==> config.mk <==
export PLATFORM = sky130hd
export DESIGN_NAME = return_address_stack_recovery_flat
export DESIGN_NICKNAME = d
export VERILOG_FILES = /design/src/design/rasr_pkg.sv /design/src/design/rasr_if.sv /design/src/design/rasr_ram.sv /design/src/design/rasr_cfg.sv /design/src/design/rasr_ctrl.sv /design/src/design/return_address_stack_recovery.sv /design/src/flat_wrapper.sv
export VERILOG_INCLUDE_DIRS = /design/src /design/src/design
export SDC_FILE = /design/constraint.sdc
export NUM_CORES = 2
export LEC_CHECK = 0
export BUFFER_PORTS_ARGS = -buffer_cell sky130_fd_sc_hd__buf_4
export CAP_MARGIN = 20
export CELL_PAD_IN_SITES_DETAIL_PLACEMENT = 0
export CELL_PAD_IN_SITES_GLOBAL_PLACEMENT = 1
export CORE_MARGIN = 2
export CORE_UTILIZATION = 54
export DETAILED_ROUTE_END_ITERATION = 10
export PLACE_DENSITY = 0.87
export SLEW_MARGIN = 30
export SYNTH_ARGS = -nofsm -noshare
export SYNTH_HDL_FRONTEND = slang
export SYNTH_SLANG_ARGS = --single-unit
==> constraint.sdc <==
create_clock -name clk -period 5.85 [get_ports clk]
set_clock_uncertainty 0.1 [all_clocks]
set_input_delay 0.2925 -clock clk [delete_from_list [all_inputs] [get_ports clk]]
set_output_delay 0.2925 -clock clk [all_outputs]
set_load 0.05 [all_outputs]
==> src/design/return_address_stack_recovery_assert.svh <==
// ----------------------------------------------------------------------------
// Return address stack recovery assertion macros
// Shared concurrent assertion forms for the return address stack design.
// ----------------------------------------------------------------------------
`ifndef RETURN_ADDRESS_STACK_RECOVERY_ASSERT_SVH
`define RETURN_ADDRESS_STACK_RECOVERY_ASSERT_SVH

// The consequent must hold in the same cycle as the antecedent.
`define RASR_ASSERT_IMP(name, clk, rst_n, ante, cons, msg) \
	name: assert property (@(posedge clk) disable iff (!rst_n) (ante) |-> (cons)) \
		else $error(msg);

// The consequent must hold in the cycle after the antecedent.
`define RASR_ASSERT_NXT(name, clk, rst_n, ante, cons, msg) \
	name: assert property (@(posedge clk) disable iff (!rst_n) (ante) |=> (cons)) \
		else $error(msg);

`endif

==> src/design/rasr_pkg.sv <==
// ----------------------------------------------------------------------------
// Return address stack recovery package
// Field widths, command and mode codes, and the word types of the channels.
// ----------------------------------------------------------------------------
package rasr_pkg;

	localparam int ADDR_W = 64;
	localparam int CMD_W  = 3;
	localparam int ID_W   = 5;
	localparam int KIND_W = 2;
	localparam int MODE_W = 2;
	localparam int APB_AW = 3;
	localparam int APB_DW = 32;

	localparam logic [CMD_W-1:0] CMD_SPEC    = 3'd0;
	localparam logic [CMD_W-1:0] CMD_SAVE    = 3'd1;
	localparam logic [CMD_W-1:0] CMD_RESTORE = 3'd2;
	localparam logic [CMD_W-1:0] CMD_LOG     = 3'd3;
	localparam logic [CMD_W-1:0] CMD_MISP    = 3'd4;
	localparam logic [CMD_W-1:0] CMD_FLUSH   = 3'd5;

	localparam logic [MODE_W-1:0] MODE_PTR     = 2'd0;
	localparam logic [MODE_W-1:0] MODE_CONTENT = 2'd1;
	localparam logic [MODE_W-1:0] MODE_WALK    = 2'd2;
	localparam logic [MODE_W-1:0] MODE_RSVD    = 2'd3;

	localparam logic [KIND_W-1:0] KIND_OTHER = 2'd0;
	localparam logic [KIND_W-1:0] KIND_DCALL = 2'd1;
	localparam logic [KIND_W-1:0] KIND_ICALL = 2'd2;
	localparam logic [KIND_W-1:0] KIND_RET   = 2'd3;

	// Register select taken from the word address bit of paddr.
	localparam logic REG_MODE = 1'b0;

	typedef struct packed {
		logic [CMD_W-1:0]  cmd;
		logic              do_pop;
		logic              do_push;
		logic [ADDR_W-1:0] push_address;
		logic [ID_W-1:0]   log_id;
		logic [KIND_W-1:0] branch_kind;
	} item_t;

	typedef struct packed {
		logic [ADDR_W-1:0] top_target;
		logic              check_failed;
	} result_t;

	typedef struct packed {
		logic busy;
		logic recovering;
	} ctrl_stat_t;

endpackage

==> src/design/rasr_if.sv <==
// ----------------------------------------------------------------------------
// Return address stack recovery channel interfaces
// Valid/ready channels for command words and result words.
// ----------------------------------------------------------------------------
interface rasr_req_if;
	logic                              valid;
	logic                              ready;
	logic [rasr_pkg::CMD_W-1:0]        cmd;
	logic                              do_pop;
	logic                              do_push;
	logic [rasr_pkg::ADDR_W-1:0]       push_address;
	logic [rasr_pkg::ID_W-1:0]         log_id;
	logic [rasr_pkg::KIND_W-1:0]       branch_kind;

	modport source (
		output valid, cmd, do_pop, do_push, push_address, log_id, branch_kind,
		input  ready
	);
	modport sink (
		input  valid, cmd, do_pop, do_push, push_address, log_id, branch_kind,
		output ready
	);
endinterface

interface rasr_rsp_if;
	logic                        valid;
	logic                        ready;
	logic [rasr_pkg::ADDR_W-1:0] top_target;
	logic                        check_failed;

	modport source (
		output valid, top_target, check_failed,
		input  ready
	);
	modport sink (
		input  valid, top_target, check_failed,
		output ready
	);
endinterface

==> src/design/rasr_ram.sv <==
// ----------------------------------------------------------------------------
// Generic synchronous RAM
// One write port and one read port with a registered read.
// ----------------------------------------------------------------------------
module rasr_ram #(
	parameter int WIDTH = 64,
	parameter int DEPTH = 16
) (
	input  logic                                    clk,
	input  logic                                    we,
	input  logic [((DEPTH > 1) ? $clog2(DEPTH) : 1)-1:0] waddr,
	input  logic [WIDTH-1:0]                        wdata,
	input  logic                                    re,
	input  logic [((DEPTH > 1) ? $clog2(DEPTH) : 1)-1:0] raddr,
	output logic [WIDTH-1:0]                        rdata
);

	logic [WIDTH-1:0] mem_q [DEPTH];
	logic [WIDTH-1:0] rdata_q;

	always_ff @(posedge clk) begin
		if (we) begin
			mem_q[waddr] <= wdata;
		end
		if (re) begin
			rdata_q <= mem_q[raddr];
		end
	end

	assign rdata = rdata_q;

endmodule

==> src/design/rasr_cfg.sv <==
// ----------------------------------------------------------------------------
// Return address stack recovery register file
// APB-style access to the recovery mode register.
// ----------------------------------------------------------------------------
module rasr_cfg (
	input  logic                          clk,
	input  logic                          arst_n,
	input  logic                          psel,
	input  logic                          penable,
	input  logic                          pwrite,
	input  logic [rasr_pkg::APB_AW-1:0]   paddr,
	input  logic [rasr_pkg::APB_DW-1:0]   pwdata,
	output logic [rasr_pkg::APB_DW-1:0]   prdata,
	output logic                          pready,
	output logic [rasr_pkg::MODE_W-1:0]   recovery_mode
);

	logic [rasr_pkg::MODE_W-1:0] mode_q;
	logic                        sel_mode;

	assign sel_mode = (paddr[2] == rasr_pkg::REG_MODE);
	assign pready   = 1'b1;

	always_ff @(posedge clk or negedge arst_n) begin
		if (!arst_n) begin
			mode_q <= rasr_pkg::MODE_PTR;
		end else if (psel && penable && pwrite && sel_mode) begin
			mode_q <= pwdata[rasr_pkg::MODE_W-1:0];
		end
	end

	always_comb begin
		prdata = '0;
		if (sel_mode) begin
			prdata = {{(rasr_pkg::APB_DW - rasr_pkg::MODE_W){1'b0}}, mode_q};
		end
	end

	assign recovery_mode = mode_q;

endmodule

==> src/design/rasr_ctrl.sv <==
// ----------------------------------------------------------------------------
// Return address stack recovery controller
// Sequencer that reads, modifies and writes back the stack and log memories.
// ----------------------------------------------------------------------------
module rasr_ctrl #(
	parameter int STACK_DEPTH = 16,
	parameter int LOG_DEPTH   = 32
) (
	input  logic                        clk,
	input  logic                        arst_n,
	input  logic [rasr_pkg::MODE_W-1:0] mode,
	input  logic                        item_vld,
	output logic                        item_rdy,
	input  rasr_pkg::item_t             item,
	output logic                        res_vld,
	input  logic                        res_room,
	output rasr_pkg::result_t           res,
	output rasr_pkg::ctrl_stat_t        stat
);

	localparam int PW     = (STACK_DEPTH > 1) ? $clog2(STACK_DEPTH) : 1;
	localparam int TW     = $clog2(LOG_DEPTH);
	localparam int AW     = rasr_pkg::ADDR_W;
	localparam int RET_B  = AW;
	localparam int CALL_B = AW + 1;
	localparam int LW     = PW + AW + 2;

	localparam logic [2:0] S_IDLE  = 3'd0;
	localparam logic [2:0] S_EXEC  = 3'd1;
	localparam logic [2:0] S_LOGRD = 3'd2;
	localparam logic [2:0] S_APPLY = 3'd3;
	localparam logic [2:0] S_READ  = 3'd4;
	localparam logic [2:0] S_DONE  = 3'd5;

	function automatic logic [PW-1:0] ptr_next(input logic [PW-1:0] p);
		return (p == PW'(STACK_DEPTH - 1)) ? '0 : p + 1'b1;
	endfunction

	function automatic logic [PW-1:0] ptr_prev(input logic [PW-1:0] p);
		return (p == '0) ? PW'(STACK_DEPTH - 1) : p - 1'b1;
	endfunction

	function automatic logic [PW-1:0] ptr_clamp(input logic [PW-1:0] p);
		return (32'(p) < STACK_DEPTH) ? p : '0;
	endfunction

	function automatic logic [TW-1:0] tail_next(input logic [TW-1:0] t);
		return (t == TW'(LOG_DEPTH - 1)) ? '0 : t + 1'b1;
	endfunction

	function automatic logic [TW-1:0] tail_prev(input logic [TW-1:0] t);
		return (t == '0) ? TW'(LOG_DEPTH - 1) : t - 1'b1;
	endfunction

	logic [2:0]             state_q, state_d;
	rasr_pkg::item_t        item_q;
	logic [PW-1:0]          top_q, top_d;
	logic [PW-1:0]          sptr_q, sptr_d;
	logic [AW-1:0]          scont_q, scont_d;
	logic [TW-1:0]          tail_q, tail_d;
	logic                   fail_q, fail_d;
	logic [STACK_DEPTH-1:0] vld_q;
	logic                   stk_rvld_q;

	logic          stk_we, stk_re;
	logic [PW-1:0] stk_waddr, stk_raddr;
	logic [AW-1:0] stk_wdata, stk_rdata;
	logic          log_we, log_re;
	logic [TW-1:0] log_waddr, log_raddr;
	logic [LW-1:0] log_wdata, log_rdata;

	logic          id_bad;
	logic [TW-1:0] id_idx;
	logic [PW-1:0] pop_ptr, push_ptr;
	logic [PW-1:0] lptr, adj_ptr;
	logic          walk_done;
	logic          kind_call, kind_ret;
	logic [AW-1:0] top_data;

	rasr_ram #(.WIDTH(AW), .DEPTH(STACK_DEPTH)) u_stack_ram (
		.clk   (clk),
		.we    (stk_we),
		.waddr (stk_waddr),
		.wdata (stk_wdata),
		.re    (stk_re),
		.raddr (stk_raddr),
		.rdata (stk_rdata)
	);

	rasr_ram #(.WIDTH(LW), .DEPTH(LOG_DEPTH)) u_log_ram (
		.clk   (clk),
		.we    (log_we),
		.waddr (log_waddr),
		.wdata (log_wdata),
		.re    (log_re),
		.raddr (log_raddr),
		.rdata (log_rdata)
	);

	assign id_bad    = 32'(item_q.log_id) >= LOG_DEPTH;
	assign id_idx    = TW'(item_q.log_id);
	assign pop_ptr   = item_q.do_pop ? ptr_prev(top_q) : top_q;
	assign push_ptr  = item_q.do_push ? ptr_next(pop_ptr) : pop_ptr;
	assign kind_call = (item_q.branch_kind == rasr_pkg::KIND_DCALL) ||
	                   (item_q.branch_kind == rasr_pkg::KIND_ICALL);
	assign kind_ret  = (item_q.branch_kind == rasr_pkg::KIND_RET);

	// A mispredicted call re-pushes its slot, a mispredicted return pops.
	always_comb begin
		lptr    = ptr_clamp(log_rdata[LW-1 -: PW]);
		adj_ptr = lptr;
		if (log_rdata[CALL_B]) begin
			adj_ptr = ptr_next(adj_ptr);
		end
		if (log_rdata[RET_B]) begin
			adj_ptr = ptr_prev(adj_ptr);
		end
	end

	assign walk_done = (mode != rasr_pkg::MODE_WALK) || (tail_q == id_idx);
	assign top_data  = stk_rvld_q ? stk_rdata : '0;

	assign item_rdy         = (state_q == S_IDLE);
	assign res_vld          = (state_q == S_DONE);
	assign res.top_target   = top_data;
	assign res.check_failed = fail_q ||
	                          ((item_q.cmd == rasr_pkg::CMD_RESTORE) && (top_data != scont_q));
	assign stat.busy        = (state_q != S_IDLE);
	assign stat.recovering  = (state_q == S_LOGRD) || (state_q == S_APPLY);

	always_comb begin
		state_d   = state_q;
		top_d     = top_q;
		sptr_d    = sptr_q;
		scont_d   = scont_q;
		tail_d    = tail_q;
		fail_d    = fail_q;
		stk_we    = 1'b0;
		stk_waddr = push_ptr;
		stk_wdata = item_q.push_address;
		stk_re    = 1'b0;
		stk_raddr = top_q;
		log_we    = 1'b0;
		log_waddr = id_idx;
		log_wdata = {sptr_q, kind_call, kind_ret, scont_q};
		log_re    = 1'b0;
		log_raddr = id_idx;
		case (state_q)
			S_IDLE: begin
				if (item_vld) begin
					state_d = S_EXEC;
				end
			end
			S_EXEC: begin
				fail_d  = 1'b0;
				state_d = S_READ;
				case (item_q.cmd)
					rasr_pkg::CMD_SPEC: begin
						fail_d = item_q.do_pop && item_q.do_push;
						top_d  = push_ptr;
						stk_we = item_q.do_push;
					end
					rasr_pkg::CMD_SAVE: begin
						sptr_d = top_q;
					end
					rasr_pkg::CMD_RESTORE: begin
						top_d = ptr_clamp(sptr_q);
					end
					rasr_pkg::CMD_LOG: begin
						if (id_bad) begin
							fail_d = 1'b1;
						end else begin
							log_we = 1'b1;
							fail_d = (tail_q != id_idx);
							tail_d = tail_next(tail_q);
						end
					end
					rasr_pkg::CMD_MISP, rasr_pkg::CMD_FLUSH: begin
						if (id_bad) begin
							fail_d = 1'b1;
						end else begin
							fail_d  = (mode == rasr_pkg::MODE_RSVD);
							state_d = S_LOGRD;
						end
					end
					default: begin
					end
				endcase
			end
			S_LOGRD: begin
				log_re = 1'b1;
				if (mode == rasr_pkg::MODE_WALK) begin
					log_raddr = tail_prev(tail_q);
				end
				tail_d  = log_raddr;
				state_d = S_APPLY;
			end
			S_APPLY: begin
				stk_waddr = lptr;
				stk_wdata = log_rdata[AW-1:0];
				stk_we    = (mode == rasr_pkg::MODE_CONTENT) || (mode == rasr_pkg::MODE_WALK);
				top_d     = lptr;
				if (walk_done) begin
					state_d = S_READ;
					if (item_q.cmd == rasr_pkg::CMD_MISP) begin
						top_d  = adj_ptr;
						tail_d = tail_next(tail_q);
					end
				end else begin
					state_d = S_LOGRD;
				end
			end
			S_READ: begin
				stk_re  = 1'b1;
				state_d = S_DONE;
			end
			S_DONE: begin
				if (item_q.cmd == rasr_pkg::CMD_SAVE) begin
					scont_d = top_data;
				end
				if (res_room) begin
					state_d = S_IDLE;
				end
			end
			default: begin
				state_d = S_IDLE;
			end
		endcase
	end

	always_ff @(posedge clk or negedge arst_n) begin
		if (!arst_n) begin
			state_q    <= S_IDLE;
			top_q      <= '0;
			sptr_q     <= '0;
			scont_q    <= '0;
			tail_q     <= '0;
			fail_q     <= 1'b0;
			vld_q      <= '0;
			stk_rvld_q <= 1'b0;
		end else begin
			state_q <= state_d;
			top_q   <= top_d;
			sptr_q  <= sptr_d;
			scont_q <= scont_d;
			tail_q  <= tail_d;
			fail_q  <= fail_d;
			if (stk_we) begin
				vld_q[stk_waddr] <= 1'b1;
			end
			if (stk_re) begin
				stk_rvld_q <= vld_q[stk_raddr];
			end
		end
	end

	always_ff @(posedge clk) begin
		if (item_vld && item_rdy) begin
			item_q <= item;
		end
	end

endmodule

==> src/design/return_address_stack_recovery.sv <==
// ----------------------------------------------------------------------------
// Return address stack with checkpoint recovery
// Circular return address stack and branch checkpoint log for a front end.
// ----------------------------------------------------------------------------
//
//  Channel  Direction  Handshake       Word
//  req      sink       valid / ready   cmd, do_pop, do_push, push_address,
//                                      log_id, branch_kind
//  rsp      source     valid / ready   top_target, check_failed
//  apb      slave      psel / penable  recovery_mode at byte address 0
//
// A word passes through the idle, exec, read and done states from one
// acceptance to the next; mispredict and flush add a log read and an apply
// state for each log slot read, one slot in the pointer modes and every slot
// from the tail back to log_id in walk mode. Both memories have a registered
// read. Reset needs no clearing pass: per-entry valid bits make unwritten
// stack entries read as zero. A result waits in the output register while rsp
// is stalled, and the next word is still accepted.
//
`include "return_address_stack_recovery_assert.svh"

module return_address_stack_recovery #(
	parameter int STACK_DEPTH = 16,
	parameter int LOG_DEPTH   = 32
) (
	input  logic                        clk,
	input  logic                        arst_n,
	input  logic                        psel,
	input  logic                        penable,
	input  logic                        pwrite,
	input  logic [rasr_pkg::APB_AW-1:0] paddr,
	input  logic [rasr_pkg::APB_DW-1:0] pwdata,
	output logic [rasr_pkg::APB_DW-1:0] prdata,
	output logic                        pready,
	rasr_req_if.sink                    req,
	rasr_rsp_if.source                  rsp
);

	logic [rasr_pkg::MODE_W-1:0] recovery_mode;
	rasr_pkg::item_t             item;
	rasr_pkg::result_t           res;
	rasr_pkg::result_t           out_q;
	rasr_pkg::ctrl_stat_t        stat;
	logic                        res_vld;
	logic                        res_room;
	logic                        out_vld_q;

	rasr_cfg u_cfg (
		.clk           (clk),
		.arst_n        (arst_n),
		.psel          (psel),
		.penable       (penable),
		.pwrite        (pwrite),
		.paddr         (paddr),
		.pwdata        (pwdata),
		.prdata        (prdata),
		.pready        (pready),
		.recovery_mode (recovery_mode)
	);

	assign item.cmd          = req.cmd;
	assign item.do_pop       = req.do_pop;
	assign item.do_push      = req.do_push;
	assign item.push_address = req.push_address;
	assign item.log_id       = req.log_id;
	assign item.branch_kind  = req.branch_kind;

	rasr_ctrl #(.STACK_DEPTH(STACK_DEPTH), .LOG_DEPTH(LOG_DEPTH)) u_ctrl (
		.clk      (clk),
		.arst_n   (arst_n),
		.mode     (recovery_mode),
		.item_vld (req.valid),
		.item_rdy (req.ready),
		.item     (item),
		.res_vld  (res_vld),
		.res_room (res_room),
		.res      (res),
		.stat     (stat)
	);

	assign res_room = !out_vld_q || rsp.ready;

	always_ff @(posedge clk or negedge arst_n) begin
		if (!arst_n) begin
			out_vld_q <= 1'b0;
		end else if (res_vld && res_room) begin
			out_vld_q <= 1'b1;
		end else if (rsp.ready) begin
			out_vld_q <= 1'b0;
		end
	end

	always_ff @(posedge clk) begin
		if (res_vld && res_room) begin
			out_q <= res;
		end
	end

	assign rsp.valid        = out_vld_q;
	assign rsp.top_target   = out_q.top_target;
	assign rsp.check_failed = out_q.check_failed;

	`RASR_ASSERT_NXT(a_one_word, clk, arst_n, req.valid && req.ready, !req.ready, "word overlap")
	`RASR_ASSERT_NXT(a_hold, clk, arst_n, res_vld && !res_room, res_vld && $stable(res), "stall lost")
	`RASR_ASSERT_IMP(a_walk, clk, arst_n, stat.recovering, !res_vld && stat.busy, "result in walk")

endmodule

==> src/flat_wrapper.sv <==
// flat-port wrapper written by rule: the top's interface ports become plain ports
module return_address_stack_recovery_flat 
#(
	parameter int STACK_DEPTH = 16,
	parameter int LOG_DEPTH   = 32
)
  (clk, arst_n, psel, penable, pwrite, paddr, pwdata, prdata, pready, req_valid, req_cmd, req_do_pop, req_do_push, req_push_address, req_log_id, req_branch_kind, req_ready, rsp_valid, rsp_top_target, rsp_check_failed, rsp_ready);
  rasr_req_if req_i ();
  rasr_rsp_if rsp_i ();
  input  logic clk;
  input  logic arst_n;
  input  logic psel;
  input  logic penable;
  input  logic pwrite;
  input  logic [rasr_pkg::APB_AW-1:0] paddr;
  input  logic [rasr_pkg::APB_DW-1:0] pwdata;
  output logic [rasr_pkg::APB_DW-1:0] prdata;
  output logic pready;
  input wire logic [$bits(req_i.valid)-1:0] req_valid;
  input wire logic [$bits(req_i.cmd)-1:0] req_cmd;
  input wire logic [$bits(req_i.do_pop)-1:0] req_do_pop;
  input wire logic [$bits(req_i.do_push)-1:0] req_do_push;
  input wire logic [$bits(req_i.push_address)-1:0] req_push_address;
  input wire logic [$bits(req_i.log_id)-1:0] req_log_id;
  input wire logic [$bits(req_i.branch_kind)-1:0] req_branch_kind;
  output wire logic [$bits(req_i.ready)-1:0] req_ready;
  output wire logic [$bits(rsp_i.valid)-1:0] rsp_valid;
  output wire logic [$bits(rsp_i.top_target)-1:0] rsp_top_target;
  output wire logic [$bits(rsp_i.check_failed)-1:0] rsp_check_failed;
  input wire logic [$bits(rsp_i.ready)-1:0] rsp_ready;
  assign req_i.valid = req_valid;
  assign req_i.cmd = req_cmd;
  assign req_i.do_pop = req_do_pop;
  assign req_i.do_push = req_do_push;
  assign req_i.push_address = req_push_address;
  assign req_i.log_id = req_log_id;
  assign req_i.branch_kind = req_branch_kind;
  assign req_ready = req_i.ready;
  assign rsp_valid = rsp_i.valid;
  assign rsp_top_target = rsp_i.top_target;
  assign rsp_check_failed = rsp_i.check_failed;
  assign rsp_i.ready = rsp_ready;
  return_address_stack_recovery #(.STACK_DEPTH(STACK_DEPTH), .LOG_DEPTH(LOG_DEPTH)) u_core (.clk(clk), .arst_n(arst_n), .psel(psel), .penable(penable), .pwrite(pwrite), .paddr(paddr), .pwdata(pwdata), .prdata(prdata), .pready(pready), .req(req_i), .rsp(rsp_i));
endmodule
# --- Word-level counts from Yosys, hierarchy flattened ---
# Memories as Yosys holds them, arrays and structs flattened. A register that Yosys moved wholly into a read port is not among the register bits.
# Cells that the tools add are included.
# Widths: inputs -> output; s select.
word_totals:
  regBits: 242
  latch_bits: 0
  ramBits: 3264
  romBits: 0
  inputBits: 118
  out_inout_bits: 100
  wordCells: 134
  mem_count: 2
op_classes:
  n_addsub: 6
  multipliers: 0
  div_mod_pow: 0
  order_cmp: 3
  n_eq_ne: 29
  shifts: 0
  muxes: 46
  n_bitwise: 2
  n_reduce_logical: 28
memory_table:
  columns: ["memory", "depth", "word_bits", "read_ports", "rd_ports_with_merged_regs", "write_ports", "line", "source"]
  rows:
  - ["u_core.u_ctrl.u_log_ram.mem_q", 32, 70, 1, 1, 1, "rasr_ram.sv:18", "logic [WIDTH-1:0] mem_q [DEPTH];"]
  - ["u_core.u_ctrl.u_stack_ram.mem_q", 16, 64, 1, 1, 1, "rasr_ram.sv:18", null]
op_table:
  columns: ["cell", "n"]
  rows:
  - ["$mux 64", 2]
  - ["$ne 64x64->1", 1]
  - ["$mux 4", 11]
  - ["$mux 5", 7]
  - ["$pmux 3 s6", 1]
  - ["$or 16x16->16", 1]
  - ["$pmux 4 s2", 2]
  - ["$pmux 5 s3", 1]
  - ["$mux 1", 13]
  - ["$eq 3x2->1 const B", 4]
  - ["$eq 3x3->1 const B", 4]
  - ["$mux 3", 4]
  - ["$lt 4x5->1 const B", 2]
  - ["$add 4x1->4 const B", 2]
  - ["$eq 2x2->1 const B", 4]
  - ["$eq 4x4->1 const B", 2]
  - ["$logic_and 1x1->1", 8]
  - ["$logic_not 4->1", 2]
  - ["$ne 2x2->1 const B", 4]
  - ["$reduce_and 2->1", 4]
  - ["$sub 4x1->4 const B", 2]
  - ["$eq 3x1->1 const B", 2]
  - ["$logic_not 3->1", 2]
  - ["$add 5x1->5 const B", 1]
  - ["other kinds (21)", 28]

# --- Longest topological paths before layout ---
depth:
  word_depth: 12
  mapped_depth: 14
  ltp_nobuf: 13

# --- Modules after synthesis ---
# A second synthesis with hierarchy kept.
hier_totals:
  hier_cells: 6148
  area_unflattened_um2: 139486.3
by_module_without_submodules:
  columns: ["module", "n_inst", "cells_each", "area_each_um2", "seq_area_each_um2"]
  rows:
  - ["rasr_ram (u_core.u_ctrl.u_log_ram)", 1, 3388, 87092.3, 69366.5]
  - ["rasr_ram (u_core.u_ctrl.u_stack_ram)", 1, 1647, 40222.3, 32671.3]
  - ["rasr_ctrl", 1, 1004, 9804.4, 4734.5]
  - ["return_address_stack_recovery", 1, 69, 2005.7, 1976.9]
  - ["rasr_cfg", 1, 40, 361.6, 50.0]

# --- Worst setup path after synthesis ---
# Ideal clock, no wire load.
synth_timing:
  kind: "register to register"
  startpoint: "register u_core.u_ctrl.top_q[0], in the netlist u_core.u_ctrl.stk_raddr[0]"
  endpoint: "memory u_core.u_ctrl.u_stack_ram.mem_q[22][0], in the netlist u_core.u_ctrl.u_stack_ram.mem_q[11][0] (enable)"
  setup_time_ps: 487
  t_arrival_ps: 4662
  t_required_ps: 5263
  setup_slack_ps: 601
  path_stages_with_launch: 11
  path_buffers: 0
  period_less_slack_ps: 5249
  path_cell_list: "dfrtp_1 inv_1 ha_1 nor3b_1 o21ai_0 inv_1 ha_1 nor4_1 o41a_1 nand2_1 nor2_1"
synth_between:
  elab_chain_cells: 7
  word_cells_on_any_way: 9
  classes_between: "add/sub: 2; eq/ne: 1; mux: 5; reduce/logical: 1"
synth_rtl:
  columns: ["element", "line", "source"]
  rows:
  - ["from (decl)", "rasr_ctrl.sv:57", "logic [PW-1:0] top_q, top_d;"]
  - ["from (signal assigned)", "rasr_ctrl.sv:243", "top_q <= top_d;"]
  - ["$sub 4x1->4 / $logic_not 4->1 (equally long branches)", "rasr_ctrl.sv:40", "return (p == '0) ? PW'(STACK_DEPTH - 1) : p - 1'b1;"]
  - ["$mux 4", "rasr_ctrl.sv:40", null]
  - ["$mux 4 (*)", "rasr_ctrl.sv:102", "assign pop_ptr = item_q.do_pop ? ptr_prev(top_q) : top_q;"]
  - ["$add 4x1->4 / $eq 4x4->1 (equally long branches)", "rasr_ctrl.sv:36", "return (p == PW'(STACK_DEPTH - 1)) ? '0 : p + 1'b1;"]
  - ["$mux 4", "rasr_ctrl.sv:36", null]
  - ["$mux 4 (*)", "rasr_ctrl.sv:103", "assign push_ptr = item_q.do_push ? ptr_next(pop_ptr) : pop_ptr;"]
  - ["$mux 4 (*)", "rasr_ctrl.sv:148", "case (state_q)"]
  - ["to (decl)", "rasr_ram.sv:18", null]
# Mark *: on every way between the ends. The rest lies on a longest branch, timed or not.

==> impl_summary.log <==
INFO  metric routed_wirelength = 402000 µm
INFO  metric grt_first_pass_wirelength = 571000 µm
INFO  metric worstPathCellList = inv_1 -> ha_1 -> nand4bb_1 -> nand2_1 -> o31a_1 -> nand2_8 -> buf_12 -> o311ai_1 -> nand4b_1
INFO  metric global_route.overflow_total = 0
INFO  metric power.ir.vdd_worst = 433 µV
INFO  metric synth_seq_cells = 3640
INFO  metric timing.critical_path.slowest_cell_delay = 0.78 ns
INFO  metric max_cap_viol_count = 0
INFO  metric endpoint_kind = register
INFO  metric hpwlAfterDp = 211000 µm
INFO  metric num_vias = 83400
INFO  metric worst_path_setup_slack_after_routing = 1.26 ns
INFO  metric synth_area_per_cell = 16.4 µm²
INFO  metric via_count_of_the_first_global_routing_pass = 81300
INFO  metric detailedPlace.worstSlack = 1.33 ns
INFO  metric cts-buffers-inserted = 348
INFO  metric clock_tree_buf_depth = 4
INFO  metric tritoncts_clock_tree = built
INFO  metric comb_power_share = 21.0%
INFO  metric cts-root-buf = sky130_fd_sc_hd__clkbuf_16
INFO  metric worstSetupStartpointType = register
INFO  metric worstReg2RegStart = u_core.u_cfg.recovery_mode[0]$_DFFE_PN0P_
INFO  metric yosys_warnings = 0
INFO  metric post-route-period-util = 78.4%
INFO  metric holdPathStages = 4
INFO  metric timing.max_slew.rel_slack = 21.5%
INFO  metric core = 260000 µm²
INFO  metric share_clk_of_total_power = 32.0%
INFO  metric remaining_drc_errors = 0
INFO  metric share_seq_of_total_power = 47.1%
INFO  metric port_buffers = 154
INFO  metric finalWeightedCongestion = 0.864
INFO  metric max_freq = 218 MHz
INFO  metric timing.reg2reg.setup_slack = 1.26 ns
INFO  metric synth-edff-count = 3539
INFO  metric timing.hold.worst.start = rsp_ready
INFO  metric htree_num_levels = 5
INFO  metric die_x = 516 µm
INFO  metric worst_flop_to_flop_path_endpoint = u_core.u_ctrl.u_log_ram.rdata[19]$_DFFE_PP_
INFO  metric crit_slowest_cell = sky130_fd_sc_hd__o31a_1
INFO  metric i_o_pin_total = 218
INFO  metric result_of_the_run = finished clean
INFO  metric synth.yosys.seq_area_share = 76.9%
INFO  metric report.final.setup_viol = 0
INFO  metric timing.final.max_slew_violations = 0
INFO  metric synthArstFlopShare = 2.77%
INFO  metric worst_pin_slew = 1.18 ns
INFO  metric maximum_number_of_pins_on_one_net_before_global_route_repair = 143
INFO  metric drive_above_1_share = 16.2%
INFO  metric arrival = 5.28 ns
INFO  metric skew_pair_late_insertion_delay = 0.98 ns
INFO  metric r2r_cells = 9
INFO  metric clkTransAtPathRegs = 0.06 ns
INFO  metric rsz0062_at_grt = false
INFO  metric layout_commonest_cell = sky130_fd_sc_hd__edfxtp_1
INFO  metric power.switching_fraction = 29.4%
INFO  metric final_routed_wire_length_divided_by_cell_count = 31.4 µm
INFO  metric synth_top_flop_cell = sky130_fd_sc_hd__edfxtp_1
INFO  metric hold_path_class = input port to register
INFO  metric totalPowerFinal = 69.1 mW
INFO  metric start_util = 54.4%
INFO  metric detail_route.vias_per_cell = 6.52
INFO  metric internal_power = 48.8 mW
INFO  metric yosysUniqueCellTypes = 76
INFO  metric nNetsFinal = 9169
INFO  metric area.growth.synth_to_final = 13.9%
INFO  metric mappedNetlistArea = 141000 µm²
INFO  metric crit_fanout = 38
INFO  metric min_period = 4.59 ns
INFO  metric timing.setup.tns = 0 ns
INFO  metric power.static_leakage = 52.4 nW
INFO  metric drt-pass1-iter-count = 7
INFO  metric drt.antenna.violating_nets = 0
INFO  metric layout_common_cells = sky130_fd_sc_hd__edfxtp_1 (3539), sky130_fd_sc_hd__nand2_1 (1882), sky130_fd_sc_hd__nand3_1 (869)
INFO  metric global_route.usage.total = 30.0%
INFO  metric dieArea = 266000 µm²
INFO  metric die-height = 516 µm
INFO  metric std_cell_rows = 187
INFO  metric grt_antenna_before_repair = 29
INFO  metric holdPathEnd = u_core.rsp.valid$_DFFE_PN0P_
INFO  metric clock-sinks = 3640
INFO  metric powerDensity = 429 nW/µm²
INFO  metric criticalPathCategory = register to register
INFO  metric drtIter0Drc = 13500
INFO  metric final-hold-violation-count = 0
INFO  metric p_switching = 20.3 mW
INFO  metric worstPathRequired = 6.54 ns
INFO  metric syn_inst = 8605
## sequential cells by signal, summed over array words and instances, names as in the netlist
signal                           flops
u_core.u_cfg.recovery_mode           2
u_core.rsp.valid                     1
u_core.u_ctrl.scont_q               64
u_core.rsp.check_failed              1
u_core.u_ctrl.fail_q                 1
u_core.u_ctrl.id_idx                 5
u_core.u_ctrl.state_q                3
u_core.u_ctrl.u_log_ram.mem_q     2240
u_core.u_ctrl.sptr_q                 4
u_core.u_ctrl.stk_rvld_q             1
u_core.u_ctrl.stk_raddr              4
u_core.u_ctrl.item_q                71
u_core.u_ctrl.u_stack_ram.mem_q   1024
u_core.u_ctrl.u_stack_ram.rdata     64
u_core.rsp.top_target               64
u_core.u_ctrl.vld_q                 16
u_core.u_ctrl.tail_q                 5
u_core.u_ctrl.u_log_ram.rdata       70
## cell type report
type,instances,area [µm²]
Sequential cell,3640,109000
Fill cell,17500,98800
Tap cell,3496,4370
Clock buffer,425,9170
Multi-Input combinational cell,4441,30900
Antenna cell,5,12.5
Inverter,28,108
Clock inverter,176,1710
Timing Repair Buffer,581,5960
## worst max-delay path: cells and delay by family, from the launching register on
kind | cells | cell delay, ns
AO/OA/AOI/OAI | 2 | 1.49
adder cells (fa/ha/maj) | 1 | 0.52
buffers and inverters | 2 | 0.45
flip-flops | 1 | 0.40
AND/OR/NAND/NOR | 4 | 1.38
## metrics by stage
stage                     std cells  utilization (%)  area, µm²  hold WS, ns
final                         12800             62.0     161000        0.129
after global routing          12800             62.0     161000        0.118
after CTS                     12800             61.9     161000       0.0589
after detailed placement      12000             57.1     148000        0.262
after global placement        12000             57.1     148000        0.250
after floorplan                8634                -     142000       -0.103
## power groups by stage
| stage | registers [mW] | clock network [mW] | logic [mW] |
|---|---|---|---|
| 2_1_floorplan | 32.5 | 0 | 9.18 |
| 3_3_place_gp | 32.8 | 0 | 13.6 |
| 3_5_place_dp | 32.9 | 0 | 13.9 |
| 4_1_cts | 32.4 | 22.0 | 14.2 |
| 5_1_grt | 32.6 | 23.1 | 15.3 |
| 6_report | 32.5 | 22.1 | 14.5 |
## cell usage after synthesis, drive strengths merged, types with 17 or more instances
master	number	share of area, %
nor2	110	0.29
and3	28	0.12
buf	211	0.79
and2	62	0.27
or2	20	0.088
mux2	64	0.51
xor2	17	0.11
a32oi	77	0.48
a31oi	22	0.097
nand3b	22	0.12
edfxtp	3539	75
mux4	390	6.2
o21ai	58	0.21
a22oi	29	0.15
dfrtp	101	1.8
mux2i	276	2.0
nand4b	68	0.42
nand3	869	3.1
nand2	1885	5.0
a32o	66	0.47
inv	28	0.074
clkbuf	314	0.83
o311ai	70	0.43
xnor2	21	0.13
a21oi	94	0.33
## what timing repair did
action	in CTS	in global routing
hold buffers	163	0
hold endpoints to repair	197	0
gates resized for setup	0	0
buffers inserted	0	0
## worst max path at each step
stage               depth (start not counted)                                       from  slack (ns)                                                to
global placement                            9  u_core.u_cfg.recovery_mode[0]$_DFFE_PN0P_        1.37       u_core.u_ctrl.u_log_ram.rdata[21]$_DFFE_PP_
detailed placement                         10  u_core.u_cfg.recovery_mode[0]$_DFFE_PN0P_        1.33       u_core.u_ctrl.u_log_ram.rdata[49]$_DFFE_PP_
global route                               10  u_core.u_cfg.recovery_mode[0]$_DFFE_PN0P_        1.07       u_core.u_ctrl.u_log_ram.rdata[57]$_DFFE_PP_
finish                                      9  u_core.u_cfg.recovery_mode[0]$_DFFE_PN0P_        1.26       u_core.u_ctrl.u_log_ram.rdata[19]$_DFFE_PP_
CTS                                        10  u_core.u_cfg.recovery_mode[0]$_DFFE_PN0P_        1.31       u_core.u_ctrl.u_log_ram.rdata[49]$_DFFE_PP_
floorplan                                  10     u_core.u_ctrl.stk_raddr[0]$_DFFE_PN0P_        0.60  u_core.u_ctrl.u_stack_ram.mem_q[11][0]$_DFFE_PP_
## cell families (layout without fill, tap and decap cells)
family / Yosys count / count (layout) / synth area share, %
adder cells (fa/ha/maj): 11 / 11 / 0.0973
buffers and inverters: 553 / 1210 / 1.70
other: 2 / 36 / 0.00531
multiplexers: 730 / 730 / 8.67
AND/OR/NAND/NOR: 3144 / 3144 / 9.77
flip-flops: 3640 / 3640 / 76.9
XOR/XNOR: 39 / 39 / 0.251
AO/OA/AOI/OAI: 486 / 486 / 2.58
## layer usage
metal | up-vias | routed length, µm | GRT usage [%]
li1 | 33800 | - | -
met1 | 41900 | 138000 | 38.9
met2 | 6440 | 195000 | 48.7
met3 | 1161 | 48300 | 6.09
met4 | 14 | 20600 | 14.5
met5 | - | 88 | 0
Note: power is estimated with default switching activity, not from simulation.
